**config.mk**
```make
export PLATFORM = sky130hd
export DESIGN_NAME = lpm_ram
export DESIGN_NICKNAME = d
export VERILOG_FILES = /design/src/design/lpm_ram.sv
export SDC_FILE = /design/constraint.sdc
export NUM_CORES = 1
export LEC_CHECK = 0
export BUFFER_PORTS_ARGS = -buffer_cell sky130_fd_sc_hd__buf_2
export CORE_ASPECT_RATIO = 1.75
export CORE_MARGIN = 2
export CORE_UTILIZATION = 35
export CTS_CLUSTER_SIZE = 25
export DETAILED_ROUTE_END_ITERATION = 16
export SETUP_SLACK_MARGIN = 0.1
export SLEW_MARGIN = 20
export SYNTH_ARGS = -nofsm -noshare
export SYNTH_HDL_FRONTEND = slang
export SYNTH_SLANG_ARGS = --single-unit
export TNS_END_PERCENT = 30
```
**constraint.sdc**
```tcl
create_clock -name clk -period 1.85 [get_ports clk]
set_input_delay 0 -clock clk [delete_from_list [all_inputs] [get_ports clk]]
set_output_delay 0 -clock clk [all_outputs]
set_load 0.005 [all_outputs]
```
**src/design/lpm_ram.sv**
```systemverilog
// Generic single-write, single-read synchronous RAM with registered read data.
// No dependencies.
module lpm_ram #(
    parameter int WIDTH = 8,
    parameter int DEPTH = 16
) (
    input  logic                                      clk,
    input  logic                                      we,
    input  logic [((DEPTH > 1) ? $clog2(DEPTH) : 1)-1:0] waddr,
    input  logic [WIDTH-1:0]                          wdata,
    input  logic                                      re,
    input  logic [((DEPTH > 1) ? $clog2(DEPTH) : 1)-1:0] raddr,
    output logic [WIDTH-1:0]                          rdata
);

    logic [WIDTH-1:0] mem [DEPTH];

    // Write port
    always_ff @(posedge clk)
    begin
        if (we)
        begin
            mem[waddr] <= wdata;
        end
    end

    // Registered read port
    always_ff @(posedge clk)
    begin
        if (re)
        begin
            rdata <= mem[raddr];
        end
    end

endmodule

```
* Word-level counts from Yosys, hierarchy flattened
Memory sizes are Yosys's and may differ from the RTL's. A register that Yosys moved wholly into a read port is not among the register bits.
Cells that the tools add are included.
** Storage, ports and cells
- Memories :: 1
- Register bits :: 0
- Bits of input ports :: 19
- Output and inout port bits :: 8
- Logic and storage cells :: 3
- RAM bits :: 128
** Operators by class
- Muxes and demuxes :: 2
** Memory list
- mem :: words 16, width 8, read ports 1, clocked after memory_dff 1, wr ports 1, line 16 : logic [WIDTH-1:0] mem [DEPTH];
** Operators by type and width (count)
- 2-to-1 mux 1 bit :: 2

* Longest topological paths before layout
- Depth after elaboration :: 2
- Depth in mapped cells :: 5
- Mapped depth without buffers :: 3

* Least setup slack after synthesis
No wires, ideal clock.
- Kind :: input -> register
- Start :: input waddr[2] (netlist bit)
- End :: memory mem[0][0] (enable)
- Data arrival time :: 1.110 ns
- Data required time :: 1.467 ns
- Setup time :: 0.383 ns
- Path slack :: 0.357 ns
- Buffers on the path :: 0
- Stages on the path :: 2
- Cell sequence :: or3b_2 > nor3_1
** RTL lines
- start: declaration :: line 9 : input logic [((DEPTH > 1) ? $clog2(DEPTH) : 1)-1:0] waddr,
- end: declaration :: line 16
Straight into the memory's write port.

==> summary.txt <==
Synth
  • FF+latch count, synth: 136
  • Synth area leaders: edfxtp_1, mux4_2, mux4_1, a22oi_1, nor2_1
  • Synth Cell Area: 0.005228 mm²
  • Syn nets: approximately 250
  • Mean Syn Cell Area: around 23 µm²
  • Synth top area share: around four fifths
  • Syn Inst Count: 229
  • Yosys top cell by area: edfxtp_1
  • Library cells used by synthesis: 18
  • Sequential share of the synthesized area: 78.12%
  • Synth warn: 0

Floorplanning
  • I/O pin cnt: 27
  • Chip width: 96.39 µm
  • DIE AREA: between 0.015 and 0.02 mm²
  • Core area: approximately 0.015 mm²
  • Die Height: 165.7 µm
  • Starting Density: 35.41%
  • Row cnt: just under 60

Power
  • Internal: around 0.0055 W
  • Gate power share: ~4.9%
  • P_leak: approximately 2.1 nW
  • Power per cell area: between 1000 and 1500 mW/mm²
  • Clock Power Share: 44.3%
  • Psw: 0.001416 W
  • Sw frac: roughly a fifth
  • Max VDD drop: between 0.5 and 0.6 mV
  • Reg power frac: between 50 and 60%

STA
  • Period utilization: 79.00%
  • Worst Max-Slew Pin Slew: 0.4175 ns
  • Fin. max-slew vios: 0
  • Final min period: 1.462 ns
  • Final hold violations: 0
  • RSZ-0062 raised after global routing: false
  • Maximum clock rate: 684.2 MHz
  • Slew Limit Headroom: 72.16%
  • Final setup violation count: 0
  • Clock Skews: between 0.008 and 0.009 ns
  • Setup_tns: 0 ns

Drt
  • 1st-pass router iterations: 4
  • Iteration-0 DRC Markers: 162
  • Final ANT Viol Nets: 0
  • WL per Instance: 21.67 µm
  • Drc violations: 0
  • Vias: between 2000 and 2500
  • WL final: about 11000 µm
  • Via density: around 5.1

Hold path
  • Min-delay src: wdata[3]
  • Worst hold path type: input port to flip-flop
  • Hold path depth: 1
  • Hold Crit Endpoint: mem[11][3]$_DFFE_PP_

Setup path
  • Largest delay share family, worst path: multiplexers
  • Reg2reg setup slack: between 0.3 and 0.4 ns
  • Slowest cell on crit path: mux4_1
  • CP Buf/Inv Count: 0
  • R2R Path End: rdata[3]$_DFFE_PP_
  • RR Startpoint: mem[1][3]$_DFFE_PP_
  • CP startpoint kind: flip-flop
  • CP cell instances: mux4_1, a22oi_1, nand2_1
  • Crit path DAT: 1.60 ns
  • Reg2Reg Depth: 3
  • Critical path class: flip-flop to flip-flop
  • CP max FO: 1
  • Max stage delay on crit path: between 0.5 and 0.6 ns
  • Crit path capture type: flip-flop
  • Critical Path RT: 1.99 ns

Clock tree
  • Number of CTS-inserted buffers: 17
  • CTS tree: done
  • Clock Path Buffers: 2
  • Clock Latency Late Sink: 0.40 ns
  • Root Driver: clkbuf_16
  • H-tree levels: 4
  • Clock input transition at the sequential cells of the worst setup and hold paths: about 0.060 ns
  • CTS sink cnt: approximately 140

Placement
  • Routability cong.: 0.7199
  • PortBufs: 26
  • Placed cell area: between 0.005 and 0.006 mm²
  • Final HPWL DP: between 7000 and 8000 µm

Job
  • Max cap viols: 0

Layout
  • Nets@finish: roughly 310
  • Fin area: roughly 0.0063 mm²
  • Area of the multi-input gates: 0.001057 mm²
  • # fillers: 1276
  • Leading cell types in the layout, fill and taps excluded: edfxtp_1, buf_2, buf_4, mux4_2, clkbuf_16
  • Fraction of layout cells with a size suffix above 1: between 30% and 40%
  • Register area: ~0.004 mm²
  • Commonest non-fill, non-tap cell in the layout: edfxtp_1
  • Area grow syn2layout: 20.97%
  • Ant diodes: 0

GRT
  • First-pass GRT wire length: about 16000 µm
  • Vias in the first global route: roughly 2700
  • Initial antenna violation count: 0
  • Global Route Usage Sum: about 15%
  • Total global routing overflow: 0
  • Largest net degree at the start of global routing: 19

Run status
  • Outcome: finished clean
==> logic make-up (layout without fill, tap and decap cells) <==
logic type	count (synthesis)	after routing	synth area share, %
compound gates	16	16	2.298
mux	32	32	14.79
flops	136	136	78.12
simple gates	35	35	3.136
buf+inv	10	88	1.651
==> flip-flops by register name, indices dropped and copies added (netlist names) <==
| signal | flops |
|---|---|
| mem | 128 |
| rdata | 8 |
==> metal layers <==
| metal | GRT usage [%] | share of wire (%) | vias up |
|---|---|---|---|
| met5 | 0 | 0 | - |
| met4 | 7.410 | 2.5 | 0 |
| met3 | 3.138 | 3.8 | 10 |
| met2 | 25.72 | 57 | 68 |
| met1 | 16.20 | 36 | 1306 |
| li1 | - | - | 1109 |
==> synthesized netlist by cell type, drive strengths merged <==
cell and instances:
buf 7, clkdlybuf4s25 3, nand2 9, nor2 13, nand3b 2, nand3 1
or3b 1, nor2b 1, and2b 1, nand2b 2, nor3 4, mux4 32
and2 1, a22oi 16, edfxtp 136
==> what timing repair did <==
item	in CTS	in global routing
setup buffers	0	0
hold buffers	8	0
endpoints found under the hold margin	105	0
resized for setup	0	0
==> how the worst max path moves through the flow <==
| stage | startpoint | to | cells past startpoint |
|---|---|---|---|
| 3_5_place_dp | raddr[0] | rdata[3]$_DFFE_PP_ | 5 |
| 6_report | mem[1][3]$_DFFE_PP_ | rdata[3]$_DFFE_PP_ | 3 |
| 3_3_place_gp | raddr[0] | rdata[3]$_DFFE_PP_ | 5 |
| 2_1_floorplan | waddr[2] | mem[0][0]$_DFFE_PP_ | 2 |
| 5_1_grt | mem[1][3]$_DFFE_PP_ | rdata[3]$_DFFE_PP_ | 3 |
| 4_1_cts | mem[1][3]$_DFFE_PP_ | rdata[3]$_DFFE_PP_ | 3 |
==> area by class of cell <==
| type | instances | share of cell area, % |
|---|---|---|
| tap | 183 | 3.621 |
| clock inverter | 13 | 1.702 |
| timing repair buffer | 56 | 6.529 |
| multi-input combinational | 83 | 16.72 |
| clock buffer | 19 | 6.846 |
| sequential | 136 | 64.58 |
==> stage by stage <==
| step | hold WS, ns | utilization, % | std cells | total power, W | worst slack [ns] |
|---|---|---|---|---|---|
| global placement | 0.3819 | 38.63 | 450 | 0.003874 | 0.2102 |
| CTS | 0.003278 | 42.83 | 490 | 0.006936 | 0.3740 |
| detailed placement | 0.3804 | 38.63 | 450 | 0.003886 | 0.1872 |
| global route | 0.005372 | 42.83 | 490 | 0.007104 | 0.3114 |
| floorplan | 0.09887 | - | 229 | 0.003725 | 0.3571 |
| finish | 0.01061 | 42.83 | 490 | 0.006872 | 0.3885 |
==> power groups by stage <==
stage               sequential, W  combinational (W)  clock (W)
finish                    0.00349           0.000337    0.00305
detailed placement        0.00355           0.000332          0
global route              0.00349           0.000371    0.00324
global placement          0.00355           0.000324          0
floorplan                 0.00355           0.000175          0
CTS                       0.00349           0.000347    0.00310
Note: power is estimated with default switching activity, not from simulation.
