===== src/design/lpm_pkg.sv =====
// Shared types, constants and a helper function for the IPv4 longest-prefix-match core.
// No dependencies; imported by lpm_match and ipv4_lpm_forwarding_core.
package lpm_pkg;

    // Table sizing
    localparam int TABLE_DEPTH = 64;
    localparam int PORT_COUNT  = 16;
    localparam int ADDR_W      = (TABLE_DEPTH > 1) ? $clog2(TABLE_DEPTH) : 1;
    localparam int CNT_W       = $clog2(TABLE_DEPTH + 1);

    // Field widths
    localparam int IP_W   = 32;
    localparam int LEN_W  = 6;
    localparam int PORT_W = 4;
    localparam int TTL_W  = 8;
    localparam int STAT_W = 3;

    localparam logic [LEN_W-1:0] MAX_LEN = LEN_W'(IP_W);
    localparam logic [IP_W-1:0]  ALL_ONES = 32'hFFFF_FFFF;

    // Result status codes
    localparam logic [STAT_W-1:0] STATUS_ADDED     = 3'd0;
    localparam logic [STAT_W-1:0] STATUS_FULL      = 3'd1;
    localparam logic [STAT_W-1:0] STATUS_FORWARDED = 3'd2;
    localparam logic [STAT_W-1:0] STATUS_TTL_DROP  = 3'd3;
    localparam logic [STAT_W-1:0] STATUS_NO_ROUTE  = 3'd4;

    // Mode codes
    localparam logic MODE_ADD     = 1'b0;
    localparam logic MODE_FORWARD = 1'b1;

    // One routing table entry as stored in the RAM
    typedef struct packed {
        logic [IP_W-1:0]   prefix;
        logic [LEN_W-1:0]  len;
        logic              has_gw;
        logic [IP_W-1:0]   gw;
        logic [PORT_W-1:0] port;
    } entry_t;

    localparam int ENTRY_W = $bits(entry_t);

    // Best match so far, from the match tracker to the control
    typedef struct packed {
        logic              found;
        logic              has_gw;
        logic [IP_W-1:0]   gw;
        logic [PORT_W-1:0] port;
    } match_t;

    // Controller states
    typedef enum logic [2:0] {
        ST_IDLE   = 3'b001,
        ST_SCAN   = 3'b010,
        ST_FINISH = 3'b100
    } state_t;

    // Network mask for a prefix length (length already saturated to 32)
    function automatic logic [IP_W-1:0] len_mask(input logic [LEN_W-1:0] len);
        logic [IP_W-1:0] m;
        if (len == '0) begin
            m = '0;
        end else if (len >= MAX_LEN) begin
            m = ALL_ONES;
        end else begin
            m = ~(ALL_ONES >> len);
        end
        return m;
    endfunction

endpackage


===== src/design/lpm_match.sv =====
// Best-match tracker: compares each entry read from the table against the destination.
// Depends on lpm_pkg.
module lpm_match
    import lpm_pkg::*;
(
    input  logic            clk,
    input  logic            rst_n,
    input  logic            clear,
    input  logic            entry_valid,
    input  entry_t          entry,
    input  logic [IP_W-1:0] dest,
    output match_t          best
);

    logic               found_reg, found_next;
    logic [LEN_W-1:0]   best_len_reg, best_len_next;
    logic               has_gw_reg, has_gw_next;
    logic [IP_W-1:0]    gw_reg, gw_next;
    logic [PORT_W-1:0]  port_reg, port_next;
    logic               hit;
    logic               take;

    // Prefix compare and longest-length selection; ties keep the earlier entry
    always_comb
    begin
        hit  = ((dest ^ entry.prefix) & len_mask(entry.len)) == '0;
        take = entry_valid && hit && (!found_reg || (entry.len > best_len_reg));

        found_next    = found_reg;
        best_len_next = best_len_reg;
        has_gw_next   = has_gw_reg;
        gw_next       = gw_reg;
        port_next     = port_reg;
        if (clear)
        begin
            found_next = 1'b0;
        end
        else if (take)
        begin
            found_next    = 1'b1;
            best_len_next = entry.len;
            has_gw_next   = entry.has_gw;
            gw_next       = entry.gw;
            port_next     = entry.port;
        end
    end

    // Found flag is control state
    always_ff @(posedge clk or negedge rst_n)
    begin
        if (!rst_n)
        begin
            found_reg <= 1'b0;
        end
        else
        begin
            found_reg <= found_next;
        end
    end

    // Best entry payload
    always_ff @(posedge clk)
    begin
        best_len_reg <= best_len_next;
        has_gw_reg   <= has_gw_next;
        gw_reg       <= gw_next;
        port_reg     <= port_next;
    end

    assign best.found  = found_reg;
    assign best.has_gw = has_gw_reg;
    assign best.gw     = gw_reg;
    assign best.port   = port_reg;

endmodule

===== config.mk =====
export PLATFORM = sky130hd
export DESIGN_NAME = lpm_match
export DESIGN_NICKNAME = d
export VERILOG_FILES = /design/src/design/lpm_pkg.sv /design/src/design/lpm_match.sv
export SDC_FILE = /design/constraint.sdc
export NUM_CORES = 1
export LEC_CHECK = 0
export ABC_AREA = 1
export BUFFER_PORTS_ARGS = -buffer_cell sky130_fd_sc_hd__buf_2
export CAP_MARGIN = 10
export CORE_UTILIZATION = 48
export CTS_BUF_LIST = sky130_fd_sc_hd__clkbuf_8
export DETAILED_ROUTE_END_ITERATION = 16
export PLACE_DENSITY = 0.93
export SLEW_MARGIN = 20
export SYNTH_ARGS = -nofsm -noshare
export SYNTH_HDL_FRONTEND = slang
export SYNTH_SLANG_ARGS = --single-unit

===== constraint.sdc =====
create_clock -name clk -period 6.2 [get_ports clk]
set_clock_uncertainty 0.15 [all_clocks]
set_input_delay 0.93 -clock clk [delete_from_list [all_inputs] [get_ports clk]]
set_output_delay 0.93 -clock clk [all_outputs]
set_load 0.02 [all_outputs]

---- Word level (Yosys, flattened, before mapping) ----
Index checks and enable logic that the tools add are counted.
word-level totals
  register bits ........................... 44
  output and inout bits ................... 38
  word-level logic and storage cells ...... 24
cells by class
  order comparisons ....................... 2
  shift-type cells ........................ 1
  multiplexer cells ....................... 4
  bitwise gates (word level) .............. 4
  reductions and logical operators ........ 8
operators with widths
  operator                                                              number
  32-bit 2-to-1 mux                                                     2
  32-bit AND                                                            1
  32-bit zero test                                                      1
  32-bit NOT                                                            1
  32-bit by 6-bit right shift with 32-bit output, first input constant  1
  32-bit bitwise XOR                                                    1
  6-bit >= comparator, second input constant                            1
  6-bit greater-than comparator                                         1
  6-bit zero test                                                       1
  1-bit logical AND                                                     2
  1-bit 2-to-1 mux                                                      2
  2-bit AND reduction                                                   1
  2-bit nonzero test                                                    1
  1-bit zero test                                                       1
  1-bit logical OR                                                      1
  1-bit NOT                                                             1

---- Longest topological paths before layout ----
Gate-level depths: netlist of run 1.
  depth after elaboration ................. 10
  gate-level depth with buffers ........... 14
  gate-level depth less buffers ........... 13

---- Worst setup path before layout of run 1 ----
No wires, ideal clock.
  path kind ............................... in2reg
  start point ............................. input port entry[38] in the netlist's numbering
  end point ............................... register best_len_reg[0] (enable)
  library setup time ...................... 444 ps
  data arrival time ....................... 3,638 ps
  data required time ...................... 5,606 ps
  path slack .............................. 1,968 ps
  stages on the path ...................... 12
  buffers on the path ..................... 1
  cells stage by stage .................... buf_2 inv_2 nand2_1 nor2_1 nand2_1 nand3_1 nand2_1 nor2_1 nand3_1 nor2_2 nand2_1 nor2_1
between the ends
  cells in the longest elaborated chain, start to end .. 9
  elaborated cells on any way between the ends .. 13
ends and longest elaborated chain
  element                                         line             RTL
  start, declared                                 lpm_match.sv:10  input entry_t entry,
  32-bit by 6-bit right shift with 32-bit output  lpm_pkg.sv:66    m = ~(ALL_ONES >> len);
  32-bit NOT                                      lpm_pkg.sv:66
  32-bit 2-to-1 mux                               lpm_pkg.sv:63    end else if (len >= MAX_LEN) begin
  32-bit 2-to-1 mux                               lpm_pkg.sv:61    if (len == '0) begin
  32-bit AND                                      lpm_match.sv:26  hit = ((dest ^ entry.prefix) & len_mask(entry.len)) == '0;
  32-bit zero test                                lpm_match.sv:26
  1-bit logical AND                               lpm_match.sv:27  take = entry_valid && hit && (!found_reg || (entry.len > best_len_reg));
  1-bit logical AND *                             lpm_match.sv:27
  2-bit AND reduction (no line) *                 -
  end signal, assigned                            lpm_match.sv:64  best_len_reg <= best_len_next;
  end, declared                                   lpm_match.sv:16  logic [LEN_W-1:0] best_len_reg, best_len_next;
Every way passes the cells marked *; elsewhere a longest branch is shown, timed or not.
A chain may end at the register's enable or synchronous reset.

---- Final worst setup path of run 1 ----
  start point ............................. input port entry[41] in the netlist's numbering
  end point ............................... register gw_reg[11] (enable)
between the ends
  cells in the longest elaborated chain, start to end .. 9
  elaborated cells on any way between the ends .. 13
ends and longest elaborated chain
  element                                         line             RTL
  32-bit by 6-bit right shift with 32-bit output  lpm_pkg.sv:66
  32-bit NOT                                      lpm_pkg.sv:66
  32-bit 2-to-1 mux                               lpm_pkg.sv:63
  32-bit 2-to-1 mux                               lpm_pkg.sv:61
  32-bit AND                                      lpm_match.sv:26
  32-bit zero test                                lpm_match.sv:26
  1-bit logical AND                               lpm_match.sv:27
  1-bit logical AND *                             lpm_match.sv:27
  2-bit AND reduction (no line) *                 -
  end signal, assigned                            lpm_match.sv:66  gw_reg <= gw_next;
  end, declared                                   lpm_match.sv:18  logic [IP_W-1:0] gw_reg, gw_next;
Marks and branches as above.

==> flow_summary.toml, run 1 <==
[yosys]
syn_nets = 386
synth_top_family_by_area = "simple AND/OR/NAND/NOR gates"
synth-warning-count = 0
synth_compound_area_frac = 0.0237
synthesized_netlist_cell_count = 269
synth.yosys.seq_area_share = 0.542
syn-mean-instance-area_sq_um = 9.02
yosysUniqueCellTypes = 21
synth-adder-area-share = 0.0309
syn_area_sq_um = 2430
yosys.area_share.simple = 0.248
synth_xor_xnor_area_share = 0.0758
yosys-mux-area-fraction = 0
ffs_latches_synth = 44

[cts]
root_cell_of_the_clock_tree = "clkbuf_8"
worstSkewPairLatency_ns = 0.29
cts_inserted_buffers = 5
post-cts-setup-buffer-count = 0
worst_setup_hold_path_clk_slew_ns = 0.08
cts_tree = "yes"
clock_tree.htree_level_count = 2
clock-sinks = 44
postCtsHoldBufs = 0
cts.repair.resized = 0
clockBufferDepth = 2

[pwr]
cell_internal_pwr_mw = 0.495
switching_power_mw = 0.145
power.total_mw = 0.640
swShare = 0.227
pwr-share-clk = 0.336
seqPwrFrac = 0.508
leakagePower_nw = 1.72
power_frac_comb = 0.156
pwr_cell_area_nw_per_um2 = 191
irDropWorstVdd_v = 0.0000932

[sta]
fmax_mhz = 314
slew-limit-headroom = 0.520
report.final.hold_viol_count = 0
worst-slew-pin-transition_ns = 0.719
finalSetupTns_ns = 0
report.final.setup_viol = 0
post-route-min-period_ns = 3.19
slew_viol_final = 0
rsz0062_at_grt = "false"
final_min_period_over_clock_period = 0.514

[finish]
design_area_sq_um = 3350
design.final.nets = 536
post_route_cells_drive_above_1_share = 0.407
area_growth_syn_to_layout_pct = 38.0
antennaDiodeCount = 0
layout.cells.most_common = "buf_2"
layoutNonFillerInstCount = 487
largest_reg_flops = 32
commonest_cells_after_routing_fill_and_taps_aside = "148 x buf_2, 88 x nand2_1, 43 x edfxtp_1"

[drt]
detail_route.wirelength_microns = 5720
antenna_left = 0
final_routed_drc_violation_total = 0
route.vias.total = 2246
first_pass_iters = 4
vias_per_cell = 4.61
drt_first_iter_violations = 76
drt-wirelength-per-cell_microns = 11.7

[hold_path]
timing.hold.worst.class = "input port to async pin"

[setup_path]
reg2regPathDepth = 11
path_max_fanout = 25
timing.critical_path.from = "entry[41]"
critical_path_class = "input port to flip-flop"
crit_reg_reg_endpoint = "gw_reg[11]$_DFFE_PP_"
timing.critical_path.required_ns = 6.05
ff2ff_setup_slack_ns = 3.67
critical_path.endpoint_type = "flip-flop"
startpoint_type = "input port"
r2r-start = "best_len_reg[5]$_DFFE_PP_"
arrival_ns = 3.04
worst_setup_path_endpoint = "gw_reg[11]$_DFFE_PP_"

[global_route]
grt_start_max_net_pins = 44
first_global_vias = 2010
global_route_total_overflow = 0
grtUsageTotal = 0.221
number_of_antenna_violations_at_the_first_check_in_global_routing = 0
grt_pass1_wl_microns = 8920

[place]
numPlacedInstances = 478
gp_congestion = 0.896
dp.final_hpwl_microns = 4730
post_dp_cell_area_sq_um = 3210
place.port_buffers = 148

[die]
fp.dieH_microns = 73.1
initial_utilization = 0.507
chipWidth_microns = 73.1
die-area_sq_um = 5350
std_cell_rows = 25
core_region_area_sq_um = 4790
ioPinCount = 149

[job]
max_cap_violations = 0

[outcome]
run_status = "complete, no violations"
layer usage:
layer  vias up  global-route usage  wire length (microns)
li1       1150                   -                      -
met1       963               0.240                   2070
met2       125               0.415                   3040
met3         8              0.0539                    526
met4         0              0.0741                     81
met5         -                   0                      0
critical path: stages:
cell	delay (ns)
buf_2	0.15
nor2_2	0.37
nand2_1	0.10
nand2_1	0.08
nand2_1	0.05
nor2_1	0.09
nand2_1	0.05
nor2_1	0.08
nand3_1	0.09
nor2_2	0.14
nand2_1	0.10
nor2_4	0.56
buf_16	0.23
cells by family (layout without fill, tap and decap cells):
family	after synthesis	in the layout
AOI/OAI and AO/OA	11	11
buffers and inverters	43	194
and+or+nand+nor	144	144
DFF	44	44
xor gates and xnor gates	21	21
adders and majority gates	6	6
cells in the mapped netlist:
cell type  instances  area, sq um
nand2_2            4         25.0
nand2_1           88          330
nand3_1           21          105
inv_1             33          124
nor2_4             2         22.5
nand4_1            1         6.26
nor2_1            25         93.8
a21oi_1            4         20.0
nor2_2             3         18.8
buf_2              1         5.00
xor2_1            15          131
buf_4              2         15.0
xnor2_1            6         52.6
o21ai_0            4         20.0
buf_6              3         33.8
o21ai_1            2         10.0
inv_2              4         15.0
edfxtp_1          43         1290
ha_1               6         75.1
dfrtp_1            1         25.0
o211ai_1           1         7.51
power groups by stage:
stage                     combinational [mW]  sequential [mW]  clock (mW)
after floorplan                       0.0515            0.333           0
after global placement                0.0975            0.332           0
after detailed placement              0.0998            0.332           0
after CTS                              0.100            0.326       0.220
after global routing                   0.114            0.326       0.230
final                                 0.0997            0.326       0.215
through the flow:
stage	hold WS (ns)	utilization	worst slack [ns]
3_5_place_dp	0.390	0.670	2.58
2_1_floorplan	0.339	-	1.97
6_report	0.247	0.700	3.01
4_1_cts	0.235	0.694	2.89
3_3_place_gp	0.383	0.670	2.64
5_1_grt	0.237	0.700	2.68
area by class of cell:
cell class | count | area, sq um
Fill cell | 378 | 1440
Inverter | 37 | 139
Multi-Input combinational cell | 182 | 926
Timing Repair Buffer | 149 | 768
Tap cell | 67 | 83.8
Clock buffer | 5 | 68.8
Clock inverter | 3 | 47.5
Sequential cell | 44 | 1320
worst min-delay path by stage:
stage,end,slack (ns),depth (start not counted)
2_1_floorplan,found_reg$_DFFE_PN0P_,0.34,2
3_3_place_gp,found_reg$_DFFE_PN0P_,0.38,2
3_5_place_dp,found_reg$_DFFE_PN0P_,0.39,2
4_1_cts,found_reg$_DFFE_PN0P_,0.24,1
5_1_grt,found_reg$_DFFE_PN0P_,0.24,1
6_report,found_reg$_DFFE_PN0P_,0.25,1
Power figures use the tool's default switching activity.
==> run 2, diff against run 1 <==
CORE_UTILIZATION = 40   (was 48)
PLACE_DENSITY = 0.83   (was 0.93)
clock period = 2.9 ns   (was 6.2 ns; I/O delays follow)
==> flow_summary.toml, run 2 (synthesis gave the netlist of run 1 again) <==
[finish]
layout.core_utilization = 0.565
post_route_cells_drive_above_1_share = 0.402
area_occupied_by_multi_input_gates_sq_um = 926
layout.area.seq_sq_um = 1320
design_area_sq_um = 3320
layout.cells.most_common = "buf_2"
area_growth_syn_to_layout_pct = 36.9
final.fill_count = 553
commonest_cells_after_routing_fill_and_taps_aside = "148 x buf_2, 88 x nand2_1, 43 x edfxtp_1"
antennaDiodeCount = 0
largest_reg_flops = 32
design.final.nets = 537

[global_route]
grtUsageTotal = 0.178
global_route_total_overflow = 0
grt_pass1_wl_microns = 8830
grt_start_max_net_pins = 44
number_of_antenna_violations_at_the_first_check_in_global_routing = 0
first_global_vias = 2101

[cts]
cts.repair.resized = 0
clock-sinks = 44
postCtsHoldBufs = 1
cts_inserted_buffers = 5
worstSkewPairLatency_ns = 0.28
worst_setup_hold_path_clk_slew_ns = 0.07
post-cts-setup-buffer-count = 0
cts_tree = "yes"
clock_tree.htree_level_count = 2
root_cell_of_the_clock_tree = "clkbuf_8"
clockBufferDepth = 2

[die]
ioPinCount = 149
core_region_area_sq_um = 5890
std_cell_rows = 28
fp.dieH_microns = 79.9
chipWidth_microns = 79.9
die-area_sq_um = 6380
initial_utilization = 0.412

[sta]
slew-limit-headroom = 0.720
slew_viol_final = 0
rsz0062_at_grt = "false"
fmax_mhz = 435
worst-slew-pin-transition_ns = 0.419
report.final.setup_viol = 0
final_min_period_over_clock_period = 0.793
post-route-min-period_ns = 2.30
finalSetupTns_ns = 0
report.final.hold_viol_count = 0

[hold_path]
timing.hold.worst.class = "input port to flip-flop"
hold_path_depth = 1

[setup_path]
path_max_fanout = 43
critical_path.endpoint_type = "flip-flop"
critical_path_class = "input port to flip-flop"
arrival_ns = 2.12
timing.critical_path.required_ns = 2.72
reg2regPathDepth = 11
startpoint_type = "input port"

[drt]
wl_met2_microns = 2760
final_routed_drc_violation_total = 0
drt_first_iter_violations = 88
first_pass_iters = 6
met1Wirelength_microns = 2330
vias_per_cell = 4.53
met3_wire_len_microns = 476
top_layer = "met4"
drt-wirelength-per-cell_microns = 11.3
antenna_left = 0
route.vias.total = 2242
detail_route.wirelength_microns = 5590

[place]
dp.final_hpwl_microns = 4650
post_dp_cell_area_sq_um = 3240
place.port_buffers = 148
gp_congestion = 0.860

[pwr]
irDropWorstVdd_v = 0.000235
swShare = 0.228
switching_power_mw = 0.284
pwr-share-clk = 0.267
pwr_cell_area_nw_per_um2 = 374
cell_internal_pwr_mw = 0.961
power_frac_comb = 0.173
seqPwrFrac = 0.560
leakagePower_nw = 1.71

[job]
max_cap_violations = 0

[outcome]
run_status = "complete, no violations"
==> run 2: worst paths after layout <==
kind | end | startpoint | slack [ns]
max | port_reg[3]$_DFFE_PP_ | entry[41] | 0.60
min | gw_reg[19]$_DFFE_PP_ | entry[23] | 0.18
max reg2reg | port_reg[3]$_DFFE_PP_ | best_len_reg[5]$_DFFE_PP_ | 0.76
min reg2reg | found_reg$_DFFE_PN0P_ | found_reg$_DFFE_PN0P_ | 0.41
max in group asynchronous | found_reg$_DFFE_PN0P_ | rst_n | 2.22
min in group asynchronous | found_reg$_DFFE_PN0P_ | rst_n | 0.30
==> run 2: worst max-delay path, stage by stage <==
cell and delay (ns):
buf_2 0.15, nor2_2 0.37, nand2_1 0.09, nand2_1 0.08, nand2_1 0.04, nor2_1 0.09
nand2_1 0.05, nor2_1 0.09, nand3_1 0.10, nor2_2 0.14, nand2_1 0.10, nor2_4 0.11
buf_12 0.24
==> run 2: per-stage QoR <==
step | setup WS (ns) | instances | hold WS [ns] | power, mW
final | 0.601 | 495 | 0.175 | 1.24
after global routing | 0.430 | 495 | 0.159 | 1.32
after CTS | 0.605 | 495 | 0.160 | 1.27
after detailed placement | 0.303 | 487 | 0.0624 | 0.928
after global placement | 0.366 | 487 | 0.0620 | 0.922
after floorplan | 0.347 | 269 | -0.0106 | 0.821
==> run 2: layer usage <==
metal | up-vias | track usage
met5 | - | 0
met1 | 961 | 0.212
met2 | 122 | 0.326
met3 | 4 | 0.0331
met4 | 0 | 0.0482
li1 | 1155 | -
==> run 2: area by class of cell <==
type,instances,share of cell area
Tap cell,75,0.0282
Multi-Input combinational cell,182,0.279
Timing Repair Buffer,150,0.232
Inverter,37,0.0418
Clock buffer,5,0.0207
Sequential cell,44,0.396
Clock inverter,2,0.00264
==> run 2: power groups by stage <==
| stage | logic [mW] | registers, mW | clock network (mW) |
|---|---|---|---|
| after detailed placement | 0.217 | 0.711 | 0 |
| after global placement | 0.211 | 0.711 | 0 |
| after global routing | 0.247 | 0.696 | 0.378 |
| final | 0.216 | 0.697 | 0.332 |
| after floorplan | 0.110 | 0.711 | 0 |
| after CTS | 0.219 | 0.696 | 0.352 |
==> run 3, diff against run 2 <==
ABC_AREA = 0   (was 1)
CORE_UTILIZATION = 43   (was 40)
PLACE_DENSITY = 0.87   (was 0.83)
clock period = 2.28 ns   (was 2.9 ns; I/O delays follow)
==> flow_summary.toml, run 3 <==
[finish]
largest_reg_flops = 32
commonest_cells_after_routing_fill_and_taps_aside = "143 x buf_2, 43 x edfxtp_1, 29 x xor2_1"
final.fill_count = 306
area_growth_syn_to_layout_pct = 60.0
layout.cells.most_common = "buf_2"
antennaDiodeCount = 0
layout.core_utilization = 0.736
design.final.nets = 467
post_route_cells_drive_above_1_share = 0.582

[outcome]
run_status = "finished, violations left"
failing_checks = "setup timing"

[drt]
drt-wirelength-per-cell_microns = 14.7
antenna_left = 0
drt_first_iter_violations = 48
vias_per_cell = 5.02
detail_route.wirelength_microns = 6120
final_routed_drc_violation_total = 0
route.vias.total = 2089
first_pass_iters = 4

[cts]
worst_setup_hold_path_clk_slew_ns = 0.08
root_cell_of_the_clock_tree = "clkbuf_8"
clock-sinks = 44
worstSkewPairLatency_ns = 0.29
cts_inserted_buffers = 5
clockBufferDepth = 2
cts_tree = "yes"
clock_tree.htree_level_count = 2

[setup_path]
r2r-start = "best_len_reg[1]$_DFFE_PP_"
slowest_stage = "or3_4"
timing.critical_path.required_ns = 2.14
timing.critical_path.from = "entry[41]"
path_max_fanout = 8
critical_path.cell_chain = "buf_8 -> or3_4 -> a22oi_2 -> o211ai_1 -> nor4_1 -> nand4_1 -> a311oi_4 -> buf_6 -> clkbuf_16"
critical_path.endpoint_type = "flip-flop"
timing.critical_path.slowest_cell_delay_ns = 0.42
startpoint_type = "input port"
arrival_ns = 2.35
critical_path_class = "input port to flip-flop"

[pwr]
irDropWorstVdd_v = 0.000390
power_frac_comb = 0.179
swShare = 0.215
pwr-share-clk = 0.313
switching_power_mw = 0.375
seqPwrFrac = 0.507
leakagePower_nw = 1.58
pwr_cell_area_nw_per_um2 = 490
power.total_mw = 1.75
cell_internal_pwr_mw = 1.37

[yosys]
ffs_latches_synth = 44
syn-mean-instance-area_sq_um = 12.9
synth_edf_count = 43
synth_async_sr_flop_share = 0.0227
synth-warning-count = 0
synth.yosys.seq_area_share = 0.590
syn_area_sq_um = 2230
synth-main-ff-cell = "edfxtp_1"
syn_nets = 290
synth_top_area_cell = "edfxtp_1"
yosysUniqueCellTypes = 41
yosysMostFrequentCell = "edfxtp_1"
synthesized_netlist_cell_count = 173
synth_area_leaders = "edfxtp_1 58%, xor2_1 11%, ha_1 3.4%, a21oi_1 2.0%, o21ai_0 2.0%"
yosys.area.top_type_share = 0.579
netlist_top_cells_count = "43 x edfxtp_1, 29 x xor2_1, 9 x a21oi_1, 9 x o21ai_0, 8 x inv_1"

[sta]
slew_viol_final = 0
report.final.hold_viol_count = 0
worst-slew-pin-transition_ns = 0.317
slew-limit-headroom = 0.788
post-route-min-period_ns = 2.49
layout_setup_ws_ns = -0.210
fmax_mhz = 402
final_min_period_over_clock_period = 1.09
report.final.setup_viol = 43
finalSetupTns_ns = -7.56
rsz0062_at_grt = "true"

[global_route]
grtUsageTotal = 0.221
grt_start_max_net_pins = 17
number_of_antenna_violations_at_the_first_check_in_global_routing = 0
global_route_total_overflow = 0
first_global_vias = 1975
grt_pass1_wl_microns = 8850

[die]
die-area_sq_um = 5480
fp.dieH_microns = 74.0
core_region_area_sq_um = 4850
initial_utilization = 0.460
ioPinCount = 149
chipWidth_microns = 74.0
std_cell_rows = 25

[hold_path]
hp-start = "entry[9]"
timing.hold.worst.class = "input port to flip-flop"

[place]
place.port_buffers = 148
gp_congestion = 0.948
dp.final_hpwl_microns = 4700

[job]
max_cap_violations = 0
run 3: final timing paths:
check | end | slack, ns | cells after the start
max reg2reg | gw_reg[10]$_DFFE_PP_ | -0.10 | 10
min | gw_reg[5]$_DFFE_PP_ | 0.07 | 1
min in group asynchronous | found_reg$_DFFE_PN0P_ | 0.19 | 2
max | gw_reg[10]$_DFFE_PP_ | -0.21 | 9
min reg2reg | found_reg$_DFFE_PN0P_ | 0.48 | 2
max in group asynchronous | found_reg$_DFFE_PN0P_ | 1.71 | 2
run 3: metal layers:
metal  up-vias  track usage  share of wire
li1       1003            -              -
met2       132        0.408           0.52
met3        11       0.0461          0.089
met5         -            0              0
met4         0        0.109          0.020
met1       943        0.239           0.37
run 3: critical path: cells and delay by family:
kind,cells,cell delay (ns)
buffers and inverters,3,0.48
AND/OR/NAND/NOR,3,0.94
AO/OA/AOI/OAI,3,0.60
run 3: area by class of cell:
type | count | area, sq um | area share
Clock inverter | 1 | 30.0 | 0.00842
Inverter | 8 | 30.0 | 0.00842
Multi-Input combinational cell | 111 | 916 | 0.257
Timing Repair Buffer | 180 | 1120 | 0.315
Sequential cell | 44 | 1320 | 0.369
Clock buffer | 5 | 68.8 | 0.0193
Tap cell | 67 | 83.8 | 0.0235
run 3: power by group through the flow:
stage,logic (mW),clock network (mW),registers [mW]
finish,0.313,0.547,0.886
global route,0.343,0.576,0.886
CTS,0.299,0.552,0.886
detailed placement,0.282,0,0.904
global placement,0.277,0,0.904
floorplan,0.124,0,0.904
run 3: cell families (layout without fill, tap and decap cells):
logic type | count (synthesis) | in the layout | synth area share
AOI/OAI and AO/OA | 45 | 45 | 0.140
xor gates and xnor gates | 32 | 32 | 0.126
buffers and inverters | 18 | 194 | 0.0415
and+or+nand+nor | 28 | 28 | 0.0690
DFF | 44 | 44 | 0.590
adders and majority gates | 6 | 6 | 0.0337
run 3: stage by stage:
| stage | instance area [sq um] | instances | worst slack, ns | hold slack, ns |
|---|---|---|---|---|
| final | 3570 | 416 | -0.210 | 0.0706 |
| after global routing | 3570 | 416 | -0.322 | 0.0665 |
| after CTS | 3470 | 412 | -0.140 | 0.0705 |
| after detailed placement | 3210 | 400 | -0.595 | -0.0287 |
| after global placement | 3210 | 400 | -0.511 | -0.0290 |
| after floorplan | 2270 | 173 | -1.15 | -0.104 |
run 3: repair_timing:
| item | 4_1_cts | 5_1_grt |
|---|---|---|
| setup buffers | 3 | 3 |
| setup endpoints to repair | 43 | 43 |
| gates cloned | 2 | 2 |
| resized for setup | 21 | 14 |
| endpoints found under the hold margin | 1 | 0 |
| pin swaps | 7 | 8 |
| hold buffers | 1 | 0 |
